<file path="src/rtl/ostt_pkg.sv">
// ----------------------------------------------------------------------------
// ostt_pkg: shared types and codes of the one-shot token table
// Command and status codes, the queued transaction and the slot entry layout.
// ----------------------------------------------------------------------------
`default_nettype none

package ostt_pkg;

	// request commands
	localparam logic [1:0] CMD_MINT    = 2'd0;
	localparam logic [1:0] CMD_CONSUME = 2'd1;
	localparam logic [1:0] CMD_REVOKE  = 2'd2;

	// result status codes
	localparam logic [2:0] ST_OK         = 3'd0;
	localparam logic [2:0] ST_INVALID    = 3'd1;
	localparam logic [2:0] ST_FULL       = 3'd2;
	localparam logic [2:0] ST_BAD_HANDLE = 3'd3;
	localparam logic [2:0] ST_REVOKED    = 3'd4;
	localparam logic [2:0] ST_DENIED     = 3'd5;
	localparam logic [2:0] ST_EXPIRED    = 3'd6;

	// free-slot search works on groups of this many slots
	localparam int GRP_W    = 32;
	localparam int GRP_BITS = 5;

	// depth of the queue between front and back
	localparam int QDEPTH = 2;

	// work the back end has to do for one transaction
	typedef enum logic [1:0] {
		OP_MINT,
		OP_CONSUME,
		OP_REVOKE,
		OP_REJECT
	} op_t;

	// classified transaction as held in the queue
	typedef struct packed {
		op_t         op;
		logic [2:0]  status;   // result of a rejected transaction
		logic [31:0] slot;     // handle slot field minus one
		logic [31:0] gen;      // handle generation field
		logic [31:0] pid;
		logic [63:0] cap;
		logic [63:0] nonce;
		logic [63:0] stamp;    // expiry for mint, current time for consume
	} item_t;

	// one slot of the table memory
	typedef struct packed {
		logic [31:0] gen;
		logic [31:0] owner;
		logic [63:0] cap;
		logic [63:0] nonce;
		logic [63:0] expiry;
	} entry_t;

	// queue status seen by the front and the back
	typedef struct packed {
		logic valid;
		logic full;
	} qstat_t;

endpackage

`default_nettype wire

</file>
<file path="src/rtl/ostt_front.sv">
// ----------------------------------------------------------------------------
// ostt_front: request intake and classification
// Holds the invalid process id register, accepts requests and sorts them
// into work for the back end or an immediate rejection.
// ----------------------------------------------------------------------------
`default_nettype none

module ostt_front #(
	parameter int SLOTS = 16
) (
	input  wire logic           clk,
	input  wire logic           arst_n,
	input  wire logic           cfg_wr_en,
	input  wire logic [31:0]    cfg_wr_data,
	input  wire logic           start,
	output logic                busy,
	input  wire logic [1:0]     cmd,
	input  wire logic [63:0]    token,
	input  wire logic [31:0]    process_id,
	input  wire logic [63:0]    capability,
	input  wire logic [63:0]    op_nonce,
	input  wire logic [63:0]    expiry_time,
	input  wire logic [63:0]    now,
	input  ostt_pkg::qstat_t    q_stat,
	input  wire logic           clearing,
	output logic                push,
	output ostt_pkg::item_t     item
);

	import ostt_pkg::*;

	localparam logic [31:0] SLOT_LIMIT = 32'(SLOTS);

	logic [31:0] inv_pid_q;
	logic [31:0] low;
	logic        pid_bad;
	logic        cred_bad;
	logic        handle_bad;

	// hold the invalid process id register
	always_ff @(posedge clk or negedge arst_n) begin
		if (!arst_n) begin
			inv_pid_q <= '0;
		end else if (cfg_wr_en) begin
			inv_pid_q <= cfg_wr_data;
		end
	end

	// take a transaction whenever the queue has room and the table is ready
	assign busy = q_stat.full || clearing;
	assign push = start && !busy;

	assign low        = token[31:0];
	assign pid_bad    = (process_id == inv_pid_q);
	assign cred_bad   = (capability == '0) || (op_nonce == '0);
	assign handle_bad = (low == '0) || (low > SLOT_LIMIT) || (token[63:32] == '0);

	// classify the request
	always_comb begin
		item.op     = OP_REJECT;
		item.status = ST_INVALID;
		item.slot   = low - 32'd1;
		item.gen    = token[63:32];
		item.pid    = process_id;
		item.cap    = capability;
		item.nonce  = op_nonce;
		item.stamp  = (cmd == CMD_MINT) ? expiry_time : now;
		case (cmd)
			CMD_MINT: begin
				if (!pid_bad && !cred_bad) begin
					item.op     = OP_MINT;
					item.status = ST_OK;
				end
			end
			CMD_CONSUME: begin
				if (token == '0 || pid_bad || cred_bad) begin
					item.status = ST_INVALID;
				end else if (handle_bad) begin
					item.status = ST_BAD_HANDLE;
				end else begin
					item.op     = OP_CONSUME;
					item.status = ST_OK;
				end
			end
			CMD_REVOKE: begin
				if (token == '0 || pid_bad) begin
					item.status = ST_INVALID;
				end else if (handle_bad) begin
					item.status = ST_BAD_HANDLE;
				end else begin
					item.op     = OP_REVOKE;
					item.status = ST_OK;
				end
			end
			default: begin
				item.status = ST_INVALID;
			end
		endcase
	end

endmodule

`default_nettype wire

</file>
<file path="config.mk">
export PLATFORM = sky130hd
export DESIGN_NAME = ostt_front
export DESIGN_NICKNAME = d
export VERILOG_FILES = /design/src/rtl/ostt_pkg.sv /design/src/rtl/ostt_front.sv
export SDC_FILE = /design/constraint.sdc
export NUM_CORES = 1
export LEC_CHECK = 0
export BUFFER_PORTS_ARGS = -buffer_cell sky130_fd_sc_hd__buf_2
export CAP_MARGIN = 20
export CELL_PAD_IN_SITES_DETAIL_PLACEMENT = 1
export CELL_PAD_IN_SITES_GLOBAL_PLACEMENT = 1
export CORE_AREA = 4 4 269 271
export DETAILED_ROUTE_END_ITERATION = 6
export DIE_AREA = 0 0 273 275
export PLACE_DENSITY_LB_ADDON = 0.1
export SLEW_MARGIN = 20
export SYNTH_ARGS = -nofsm -noshare
export SYNTH_HDL_FRONTEND = slang
export SYNTH_SLANG_ARGS = --single-unit
</file>
<file path="constraint.sdc">
create_clock -name clk -period 2.5 [get_ports clk]
set_input_delay 0.25 -clock clk [delete_from_list [all_inputs] [get_ports clk]]
set_output_delay 0.25 -clock clk [all_outputs]
set_load 0.01 [all_outputs]
</file>
==> out/metrics.yaml <==
cells_and_area:
  area.growth.synth_to_final_pct: 75.1
  fill_cells: 8488
  antenna_cells: 0
  stdcell_area_mm2: 0.00847
  drive_above_1_share: 0.790
  top_regs: "inv_pid_q x32"
  nNetsFinal: 1453
  largest_register_ffs: 32
  largest_register: "inv_pid_q"
logic_synthesis:
  syn_avg_cell_area_um2: 8.95
  synthCells: 541
  yosysWarnings: 0
  synth_nets: 936
  synth.area.top_cells: "buf_4 (30%), mux2_2 (22%), dfrtp_1 (17%)"
  synthArstFlopShare: 1.00
  ys_seq_area_frac: 0.165
  synth_area_mm2: 0.00484
  yosys-top-cells-count: "buf_4 (193), mux2_2 (96), nor4_1 (50)"
  yosysTopAreaCell: "buf_4"
  ys.flop_type: "dfrtp_1"
  yosysMostFrequentCell: "buf_4"
  ys_types: 38
  synth_top_cell_area_share: 0.299
  synth_edf_count: 0
  ys_ff_latch: 32
critical_path:
  r2r_slack_ns: 1.73
  crit_path_cell_trace: "buf_2 > nor3_1 > buf_4 > or3b_1 > nor3_1 > buf_4 > nand2_1 > xnor2_1 > buf_2"
  path_buf_inv: 4
  rr_worst_depth: 1
  path_depth: 9
  crit_path_end_kind: "output pin"
  r2r_end: "inv_pid_q[10]"
  crit_arrival_ns: 2.11
  cp_max_fo: 8
  slowest_delay_ns: 0.53
  worstReg2RegStart: "inv_pid_q[10]"
  crit_path_start: "token[2]"
  worst-endpoint-required_ns: 2.25
  cp-start-kind: "primary input"
  path_delay_family: "simple AND/OR/NAND/NOR gates"
  cp_slowest_cell: "or3b_1"
  endpoint: "item[287]"
  crit_type: "in -> out"
placement:
  place_area_mm2: 0.00822
  gp_congestion: 0.803
  io_buffers: 685
  dp_hpwl_um: 34100
  pre_cts_ws_ns: -0.0986
global_routing:
  grt_max_degree: 65
  gr-usage-all-layers: 0.0867
  grt_overflow_total: 0
  grt_pass1_vias: 6182
  antenna_found_initial: 10
  grt_pass1_wl_um: 46600
timing:
  finalCritPeriodShare: 0.945
  whs_ns: 0.0608
  timing.fmax_mhz: 423
  fin_worst_skew_ns: 0
  hold_viol: 0
  setup_tns_ns: 0
  period_needed_ns: 2.36
  rsz0062_at_grt: "false"
  layout_setup_ws_ns: 0.139
  tightestPinTransition_ns: 0.834
  slew_viol_final: 0
  slew_headroom: 0.444
  finalSetupViolCount: 0
power:
  switching_share: 0.360
  combPwrFrac: 0.489
  pwr_density_cell_mw_per_mm2: 307
  netSwitchingPower_uw: 938
  vdd_drop_max_uv: 189
  fin_total_pwr_uw: 2600
  intPower_uw: 1660
  seqPwrFrac: 0.233
  power_frac_clock: 0.278
  p_leak_uw: 0.00407
floorplan:
  initial_core_util: 0.0694
  die_y_um: 275
  dieArea_mm2: 0.0751
  core_area_mm2: 0.0698
  rows: 97
  io_pins: 688
  die_w_um: 273
routing:
  dr_total_vias: 5821
  via_per_inst: 2.91
  routed_wl_um: 36600
  highest_layer: "met5"
  ant_nets: 0
  wl_met1_um: 13700
  routedWlPerCell_um: 18.3
  drc: 0
  dr_wl_met3_um: 3210
  drt_iter0_markers: 123
  dr.pass1.iters: 4
  wl_met2_um: 19300
clock_tree:
  clkTransAtPathRegs_ns: 0.06
  hold_buffers: 0
  cts_setup_buffers: 0
  numCtsBuffers: 5
  insertion_delay_ns: 0.29
  cts_tree: "built"
  clock-sinks: 32
  cts_root_buffer: "clkbuf_16"
  htreeDepth: 2
  clock_path_buffers: 2
status:
  outcome: "completed"
hold_path:
  hold_path_class: "in -> async"
job:
  maxCapViolations: 0
## power groups by stage
stage          Sequential, uW  Clock [uW]  Combinational [uW]
5_1_grt                   613         781                1390
6_report                  605         723                1270
2_1_floorplan             607           0                 684
3_5_place_dp              616           0                1300
4_1_cts                   607         763                1310
3_3_place_gp              615           0                1310
## metal layers
layer	vias to the layer above	global-route usage
met1	2693	0.104
met5	-	0
met2	339	0.163
met3	21	0.0171
met4	4	0.0108
li1	2764	-
## worst min path at each step
stage / from / end / slack (ns) / cells after the start
after global placement: arst_n / inv_pid_q[4] / 0.42 / 1
after detailed placement: arst_n / inv_pid_q[4] / 0.43 / 1
after floorplan: arst_n / inv_pid_q[0] / -0.05 / 0
after global routing: arst_n / inv_pid_q[4] / 0.14 / 1
final: arst_n / inv_pid_q[4] / 0.06 / 1
after CTS: arst_n / inv_pid_q[4] / 0.11 / 1
## cells in the final DEF, fill, tap and decap left out, drive strengths merged, types with 10 or more instances in the layout
cell type    n
dfrtp       32
xor2        16
mux2        96
buf        715
nor4        53
nor3        10
nand2       13
xnor2       47
nand4       19
nor2        16
## kinds of logic (layout without fill, tap and decap cells)
group | after synthesis | after routing | synth area share
adder cells (fa/ha/maj) | 2 | 2 | 0.00517
XOR/XNOR | 63 | 63 | 0.114
flip-flops | 32 | 32 | 0.165
AO/OA/AOI/OAI | 6 | 6 | 0.0127
other | 1 | 1 | 0.000775
buffers and inverters | 211 | 729 | 0.314
AND/OR/NAND/NOR | 130 | 130 | 0.165
multiplexers | 96 | 96 | 0.223
## cell type report
type	count	area, um^2	area share
repair buffers	715	3680	0.435
multi-input cells	298	2620	0.309
well taps	940	1180	0.139
flip-flops and latches	32	801	0.0945
clock buffers	5	125	0.0148
clock inverters	3	42.5	0.00502
inverters	6	22.5	0.00266
## stage by stage
stage                      util  std cells
after floorplan               -        541
final                     0.121       1999
after CTS                 0.121       1999
after global routing      0.121       1999
after global placement    0.118       1991
after detailed placement  0.118       1991
## timing repair
| action | CTS | global route |
|---|---|---|
| pin swaps | 0 | 2 |
| endpoints found under the hold margin | 0 | 0 |
| resized for setup | 6 | 6 |
| endpoints found under the setup margin | 4 | 4 |
Power figures use the tool's default switching activity.
