### src/rtl/ostt_pkg.sv
// ----------------------------------------------------------------------------
// ostt_pkg: shared types and codes of the one-shot token table
// Command and status codes, the queued transaction and the slot entry layout.
// ----------------------------------------------------------------------------
`default_nettype none

package ostt_pkg;

	// request commands
	localparam logic [1:0] CMD_MINT    = 2'd0;
	localparam logic [1:0] CMD_CONSUME = 2'd1;
	localparam logic [1:0] CMD_REVOKE  = 2'd2;

	// result status codes
	localparam logic [2:0] ST_OK         = 3'd0;
	localparam logic [2:0] ST_INVALID    = 3'd1;
	localparam logic [2:0] ST_FULL       = 3'd2;
	localparam logic [2:0] ST_BAD_HANDLE = 3'd3;
	localparam logic [2:0] ST_REVOKED    = 3'd4;
	localparam logic [2:0] ST_DENIED     = 3'd5;
	localparam logic [2:0] ST_EXPIRED    = 3'd6;

	// free-slot search works on groups of this many slots
	localparam int GRP_W    = 32;
	localparam int GRP_BITS = 5;

	// depth of the queue between front and back
	localparam int QDEPTH = 2;

	// work the back end has to do for one transaction
	typedef enum logic [1:0] {
		OP_MINT,
		OP_CONSUME,
		OP_REVOKE,
		OP_REJECT
	} op_t;

	// classified transaction as held in the queue
	typedef struct packed {
		op_t         op;
		logic [2:0]  status;   // result of a rejected transaction
		logic [31:0] slot;     // handle slot field minus one
		logic [31:0] gen;      // handle generation field
		logic [31:0] pid;
		logic [63:0] cap;
		logic [63:0] nonce;
		logic [63:0] stamp;    // expiry for mint, current time for consume
	} item_t;

	// one slot of the table memory
	typedef struct packed {
		logic [31:0] gen;
		logic [31:0] owner;
		logic [63:0] cap;
		logic [63:0] nonce;
		logic [63:0] expiry;
	} entry_t;

	// queue status seen by the front and the back
	typedef struct packed {
		logic valid;
		logic full;
	} qstat_t;

endpackage

`default_nettype wire

### src/rtl/ostt_queue.sv
// ----------------------------------------------------------------------------
// ostt_queue: short transaction queue between front and back
// Circular buffer of classified transactions; the front pushes, the back pops.
// ----------------------------------------------------------------------------
`default_nettype none

module ostt_queue (
	input  wire logic        clk,
	input  wire logic        arst_n,
	input  wire logic        push,
	input  ostt_pkg::item_t  push_item,
	input  wire logic        pop,
	output ostt_pkg::item_t  head,
	output ostt_pkg::qstat_t stat
);

	import ostt_pkg::*;

	localparam int QAW = (QDEPTH > 1) ? $clog2(QDEPTH) : 1;

	item_t          mem_q [QDEPTH];
	logic [QAW-1:0] wr_ptr_q;
	logic [QAW-1:0] rd_ptr_q;
	logic [QAW:0]   count_q;

	// advance pointers and fill count
	always_ff @(posedge clk or negedge arst_n) begin
		if (!arst_n) begin
			wr_ptr_q <= '0;
			rd_ptr_q <= '0;
			count_q  <= '0;
		end else begin
			if (push) begin
				wr_ptr_q <= (wr_ptr_q == QAW'(QDEPTH - 1)) ? '0 : wr_ptr_q + 1'b1;
			end
			if (pop) begin
				rd_ptr_q <= (rd_ptr_q == QAW'(QDEPTH - 1)) ? '0 : rd_ptr_q + 1'b1;
			end
			case ({push, pop})
				2'b10:   count_q <= count_q + 1'b1;
				2'b01:   count_q <= count_q - 1'b1;
				default: count_q <= count_q;
			endcase
		end
	end

	// store the payload
	always_ff @(posedge clk) begin
		if (push) begin
			mem_q[wr_ptr_q] <= push_item;
		end
	end

	assign head       = mem_q[rd_ptr_q];
	assign stat.valid = (count_q != '0);
	assign stat.full  = (count_q == (QAW + 1)'(QDEPTH));

	// the count never passes the depth, and a pop only meets a filled queue
	a_count_bound: assert property (@(posedge clk) disable iff (!arst_n)
		count_q <= (QAW + 1)'(QDEPTH))
		else $error("queue count beyond depth");
	a_no_pop_empty: assert property (@(posedge clk) disable iff (!arst_n)
		pop |-> stat.valid)
		else $error("pop from empty queue");
	a_no_push_full: assert property (@(posedge clk) disable iff (!arst_n)
		(push && !pop) |-> !stat.full)
		else $error("push into full queue");

endmodule

`default_nettype wire

### config.mk
export PLATFORM = sky130hd
export DESIGN_NAME = ostt_queue
export DESIGN_NICKNAME = d
export VERILOG_FILES = /design/src/rtl/ostt_pkg.sv /design/src/rtl/ostt_queue.sv
export SDC_FILE = /design/constraint.sdc
export NUM_CORES = 1
export LEC_CHECK = 0
export ABC_AREA = 1
export BUFFER_PORTS_ARGS = -buffer_cell sky130_fd_sc_hd__buf_2
export CORE_UTILIZATION = 35
export CTS_CLUSTER_SIZE = 40
export DETAILED_ROUTE_END_ITERATION = 10
export HOLD_SLACK_MARGIN = 0.06
export PLACE_DENSITY = 0.61
export SLEW_MARGIN = 20
export SYNTH_ARGS = -nofsm -noshare
export SYNTH_HDL_FRONTEND = slang
export SYNTH_SLANG_ARGS = --single-unit
### constraint.sdc
create_clock -name clk -period 12.3 [get_ports clk]
set_input_delay 0.615 -clock clk [delete_from_list [all_inputs] [get_ports clk]]
set_output_delay 0.615 -clock clk [all_outputs]
set_load 0.02 [all_outputs]
==> results.json, run 1 <==
{
  "required_ps": 11690,
  "crit_type": "reg2out",
  "total_power_uw": 6720,
  "stdcell_count": 3046,
  "fin_worst_skew_ps": 18.0,
  "ys_warn_count": 0,
  "path_max_fanout": 246,
  "yosysMostFrequentCell": "edfxtp_1",
  "fmax_ghz": 0.217,
  "min_period_over_period_pct": 37.5,
  "grt_max_degree": 247,
  "grt_pass1_vias": 12900,
  "p_leak_uw": 0.0116,
  "place_hpwl_um": 33300,
  "clkPwrFrac_pct": 26.4,
  "r2r_slack_ps": 8850,
  "yosysTopAreaCell": "edfxtp_1",
  "viasPerCell": 4.34,
  "drt_iter0_drc": 736,
  "cp_slowest_stage_delay_ps": 1000,
  "worst_setup_path_end_kind": "primary output",
  "tns_ps": 0,
  "worst_r2r_startpoint": "wr_ptr_q",
  "cp_slowest_cell": "dfrtp_4",
  "worstRegToRegCells": 3,
  "final_design_area_no_fill_um2": 27500,
  "route.detailed.drc": 0,
  "path_cells": "buf_4, buf_12, o21ai_0, buf_2",
  "clk_latency_ps": 620,
  "avgRoutedWirePerCell_um": 16.3,
  "hold_class": "in2reg",
  "yosys-top-cells-count": "edfxtp_1 (586), inv_1 (299), nand2_1 (299)",
  "ys_async_sr_fraction_pct": 0.678,
  "finalSetupViolCount": 0,
  "synth_edf_count": 586,
  "comb_power_share_pct": 32.0,
  "ys_seq_elements": 590,
  "dieWidth_um": 252,
  "drt_pass1_iterations": 5,
  "cp.buffers_inverters": 3,
  "drv_cap": 0,
  "tightest_slew_ps": 1090,
  "dp.cells": 2927,
  "avgSynthCellArea_um2": 14.1,
  "wl_um": 49600,
  "r2r_end": "mem_q[0][131]",
  "postRouteAntennaNets": 0,
  "path_clk_slew_ps": 60,
  "gp_congestion": 0.808,
  "synth_top_area_share_pct": 80.6,
  "fin_util_pct": 44.6,
  "clk_path_buf_depth": 3,
  "dieArea_um2": 63400,
  "period_minus_slack_ps": 4620,
  "ys_top_cells_by_area": "edfxtp_1 (81%), o21ai_0 (6.2%), inv_1 (5.1%), nand2_1 (5.1%), buf_2 (0.87%)",
  "grt-ovfl-total": 0,
  "slew_headroom_pct": 27.3,
  "hold_path.startpoint": "push_item[268]",
  "area.growth.synth_to_final_pct": 26.0,
  "grt_first_pass_wirelength_um": 72900,
  "netlist_area_um2": 21800,
  "intPower_uw": 4270,
  "drive_above_1_share_pct": 31.2,
  "slew_violations": 0,
  "yosys_most_used_dff": "edfxtp_1",
  "p_seq_share_pct": 41.6,
  "hold_violations": 0,
  "grt_antenna_before_repair": 18,
  "max-vdd-ir-drop_mv": 0.225,
  "post_cts_resized": 0,
  "dr_total_vias": 13200,
  "core_area_um2": 61700,
  "ios": 592,
  "cts.htree.levels": 2,
  "cts_tree": "done",
  "rows": 91,
  "cp.arrival_ps": 4000,
  "fp.dieH_um": 252,
  "ys_types": 16,
  "synthCells": 1554,
  "cp_top_family": "buffers and inverters",
  "powerDensity_nw_per_um2": 244,
  "synth_seq_area_share_pct": 81.0,
  "postCtsSetupRepairBufs": 0,
  "nNetsFinal": 2451,
  "holdPathStages": 1,
  "p_sw_uw": 2450,
  "root_buffer": "clkbuf_16",
  "grtUsageTotal_pct": 15.0,
  "status": "complete, no violations",
  "cts-buffers-inserted": 60,
  "port_buffers": 591,
  "start_util_pct": 35.4,
  "start_kind": "register",
  "rsz0062_at_grt": "no",
  "syn_nets": 1852,
  "switching_share_pct": 36.5,
  "place_area_um2": 25600,
  "holdPathEnd": "mem_q[1][268]",
  "cts.sinks": 590
}
placed cells by master (no fill, tap or decap), types with 6 or more instances in the layout:
cell       count
clkbuf_1       9
diode_2        7
o21ai_0      272
inv_1        298
clkbuf_16     61
clkinv_2       9
buf_4          8
bufinv_16      6
clkinv_1      20
o21ai_1       21
nand2_1      299
buf_2        591
edfxtp_1     586
how the worst max path moves through the flow:
stage	start	to	slack [ps]	cells after the start
after floorplan	push	mem_q[0][0]	3550	2
after global placement	rd_ptr_q	head[55]	8380	4
after detailed placement	rd_ptr_q	head[55]	8320	4
after CTS	rd_ptr_q	head[55]	7640	4
after global routing	rd_ptr_q	head[55]	7330	4
final	rd_ptr_q	head[55]	7680	4
what timing repair did:
item / 4_1_cts / 5_1_grt
endpoints found under the hold margin: 4 / 0
endpoints found under the setup margin: 0 / 0
hold buffers: 1 / 0
cell families after synthesis:
family                     Yosys count  share of synthesized area, %
buffers and inverters              364                          6.87
adders and majority gates            1                        0.0573
DFF                                590                          81.0
and+or+nand+nor                    303                          5.22
AOI/OAI and AO/OA                  293                          6.71
xor gates and xnor gates             3                         0.120
state kept, by name, indices dropped and copies added (netlist names):
register and count:
wr_ptr_q 1, count_q 2, rd_ptr_q 1, mem_q 586
area by class of cell:
type / count / area [um^2]
Antenna cell: 7 / 17.5
Clock inverter: 41 / 352
Clock buffer: 70 / 1560
Sequential cell: 590 / 17700
Multi-Input combinational cell: 600 / 2650
Timing Repair Buffer: 602 / 3060
Fill cell: 5687 / 34200
Inverter: 299 / 1130
Tap cell: 837 / 1050
power by group through the flow:
stage / Clock (uW) / Sequential (uW) / Combinational (uW)
2_1_floorplan: 0 / 2890 / 1430
4_1_cts: 1820 / 2800 / 2200
5_1_grt: 1890 / 2840 / 2340
3_3_place_gp: 0 / 2830 / 2170
3_5_place_dp: 0 / 2840 / 2190
6_report: 1770 / 2800 / 2150
per-layer routing:
layer | global-route usage (%) | wire length, um
met2 | 26.5 | 26000
met1 | 16.6 | 18300
met5 | 0 | 127
met4 | 5.30 | 1360
met3 | 5.36 | 3900
metrics by stage:
| step | setup slack, ps | hold WS (ps) |
|---|---|---|
| global route | 7330 | 150 |
| detailed placement | 8320 | 453 |
| CTS | 7640 | 137 |
| global placement | 8380 | 447 |
| finish | 7680 | 182 |
| floorplan | 3550 | 319 |
worst register-to-register path, cell delays in order, from the launching register on:
cell and delay (ps):
dfrtp_1 430, nor2_4 720, buf_4 860, buf_4 960
Note: power is estimated with default switching activity, not from simulation.
==> run 2: changes to the inputs <==
ABC_AREA = 0   (was 1)
PLACE_DENSITY = 0.59   (was 0.61)
clock period = 4.4 ns   (was 12.3 ns; I/O delays follow)
==> results.json, run 2 <==
{
  "rows": 92,
  "grt_first_pass_wirelength_um": 75000,
  "worstRegToRegCells": 3,
  "synth_edf_count": 586,
  "period_minus_slack_ps": 2850,
  "ys_warn_count": 0,
  "worst_setup_path_end_kind": "primary output",
  "nFillCells": 5190,
  "grtUsageTotal_pct": 15.2,
  "clk_latency_ps": 610,
  "syn_nets": 1226,
  "p_seq_share_pct": 39.7,
  "path_cells": "buf_12, buf_4, mux2_4, buf_2",
  "viasPerCell": 4.42,
  "slew_headroom_pct": 37.5,
  "grt-ovfl-total": 0,
  "yosys_most_used_dff": "edfxtp_1",
  "ys_async_sr_fraction_pct": 0.678,
  "synthCells": 928,
  "ios": 592,
  "drv_cap": 0,
  "fmax_ghz": 0.351,
  "min_period_over_period_pct": 64.7,
  "largest_register": "mem_q",
  "path_max_fanout": 32,
  "rsz0062_at_grt": "no",
  "grt_max_degree": 95,
  "p_sw_uw": 6300,
  "ys_top_cells_by_area": "edfxtp_1 (79%), mux2_4 (17%), mux2_2 (1.7%), buf_6 (1.5%), dfrtp_1 (0.45%)",
  "intPower_uw": 13300,
  "ys_types": 15,
  "layout_commonest_cell": "buf_2",
  "post_cts_resized": 0,
  "core_area_um2": 63200,
  "drt_pass1_iterations": 5,
  "ys_seq_elements": 590,
  "cts.htree.levels": 2,
  "route.detailed.drc": 0,
  "wl_um": 52100,
  "synth_top_area_share_pct": 78.5,
  "preCtsSetupSlack_ps": 2150,
  "cp_slowest_cell": "dfrtp_4",
  "nNetsFinal": 2172,
  "clk_path_buf_depth": 3,
  "finalSetupViolCount": 0,
  "largestRegisters": "mem_q: 586 flops, count_q: 2 flops",
  "yosysMostFrequentCell": "edfxtp_1",
  "tns_ps": 0,
  "max-vdd-ir-drop_mv": 0.397,
  "port_buffers": 591,
  "tightest_slew_ps": 937,
  "gp_congestion": 0.808,
  "cp_slowest_stage_delay_ps": 820,
  "root_buffer": "clkbuf_16",
  "fin_worst_skew_ps": 19.2,
  "required_ps": 4180,
  "netlist_area_um2": 22400,
  "hold_violations": 0,
  "drive_above_1_share_pct": 51.8,
  "yosys-top-cells-count": "edfxtp_1 (586), mux2_4 (260), mux2_2 (33)",
  "cp.arrival_ps": 2630,
  "clkPwrFrac_pct": 24.8,
  "powerDensity_nw_per_um2": 628,
  "avgRoutedWirePerCell_um": 18.8,
  "dieWidth_um": 255,
  "avgSynthCellArea_um2": 24.2,
  "area.growth.synth_to_final_pct": 39.6,
  "grt_antenna_before_repair": 3,
  "fp.dieH_um": 255,
  "start_util_pct": 35.5,
  "largest_reg_flops": 586,
  "place_hpwl_um": 35000,
  "cts-buffers-inserted": 61,
  "drt_iter0_drc": 653,
  "holdPathStages": 2,
  "status": "complete, no violations",
  "start_kind": "register",
  "grt_pass1_vias": 13100,
  "cts.sinks": 590,
  "hold_class": "in2reg",
  "yosysTopAreaCell": "edfxtp_1",
  "finalWorstSetupSlack_ps": 1550,
  "mostFrequentLayoutCells": "buf_2 (591), edfxtp_1 (586), dlygate4sd3_1 (297)",
  "dr_total_vias": 12200,
  "slew_violations": 0,
  "postRouteAntennaNets": 0,
  "comb_power_share_pct": 35.5,
  "crit_type": "reg2out",
  "path_clk_slew_ps": 60,
  "switching_share_pct": 32.1,
  "cts_tree": "done",
  "p_leak_uw": 0.0125,
  "synth_seq_area_share_pct": 79.0,
  "dieArea_um2": 65100
}
## run 2: cell count changes in the layout (fill, tap and decap cells not counted), moves of 6 or more
| cell | previous run | this run |
|---|---|---|
| nand2_1 | 299 | 0 |
| inv_1 | 298 | 1 |
| dlygate4sd3_1 | 1 | 297 |
| o21ai_0 | 272 | 0 |
| mux2_4 | 0 | 260 |
| mux2_2 | 0 | 33 |
| o21ai_1 | 21 | 0 |
| clkbuf_1 | 9 | 21 |
| buf_12 | 1 | 11 |
| buf_4 | 8 | 17 |
| clkinv_1 | 20 | 11 |
| diode_2 | 7 | 1 |
## run 2: power groups by stage
stage / combinational, uW / clock (uW) / sequential (uW)
final: 6970 / 4880 / 7800
after floorplan: 4980 / 0 / 7910
after global routing: 7360 / 5230 / 7890
after detailed placement: 6830 / 0 / 7920
after CTS: 7080 / 5030 / 7810
after global placement: 6790 / 0 / 7890
## run 2: kinds of logic after synthesis
logic type | count (synthesis) | share of synthesized area, %
buf+inv | 34 | 1.61
mux | 293 | 19.1
xor+xnor | 5 | 0.195
simple gates | 5 | 0.117
flops | 590 | 79.0
fa+ha+maj | 1 | 0.0558
## run 2: stage by stage
step           total power [uW]  instance area, um^2  hold WS (ps)  std cells  util (%)
2_1_floorplan             12900                22400         -75.6        928         -
3_3_place_gp              14700                26400          34.3       2360      41.8
3_5_place_dp              14800                26400          35.0       2360      41.8
4_1_cts                   19900                31300           279       2769      49.5
5_1_grt                   20500                31300           300       2770      49.5
6_report                  19600                31300           328       2770      49.5
## run 2: routing by layer
metal	vias up	routed length (um)	global-route usage, %
met5	-	28	0
met3	112	3470	3.92
li1	5608	-	-
met1	6090	20000	17.6
met4	4	1710	6.01
met2	430	26900	26.9
## run 2: worst paths after layout
path / startpoint / slack (ps) / to
setup / recovery: rd_ptr_q / 1550 / head[77]
hold / removal: push_item[63] / 330 / mem_q[0][63]
setup reg to reg: wr_ptr_q / 2220 / mem_q[0][11]
hold reg to reg: count_q[1] / 510 / count_q[1]
max in group asynchronous: arst_n / 3660 / rd_ptr_q
min in group asynchronous: arst_n / 550 / count_q[1]
## run 2: timing repair
item | in CTS | in global routing
endpoints found under the hold margin | 594 | 0
buffers inserted | 0 | 0
hold buffers | 297 | 0
## run 2: final cells by class
| type | count | area (um^2) | area share [%] |
|---|---|---|---|
| diodes | 1 | 2.50 | 0.00800 |
| clock buffers | 88 | 1710 | 5.47 |
| inverters | 1 | 3.75 | 0.0120 |
| multi-input cells | 304 | 4370 | 14.0 |
| flip-flops and latches | 590 | 17700 | 56.6 |
| well taps | 846 | 1060 | 3.38 |
| repair buffers | 916 | 6280 | 20.1 |
| clock inverters | 24 | 170 | 0.544 |
## run 2: worst max-delay path: cells and delay by family, from the launching register on
| family | cells | cell delay (ps) |
|---|---|---|
| DFF | 1 | 820 |
| buffers and inverters | 3 | 810 |
| muxes | 1 | 340 |
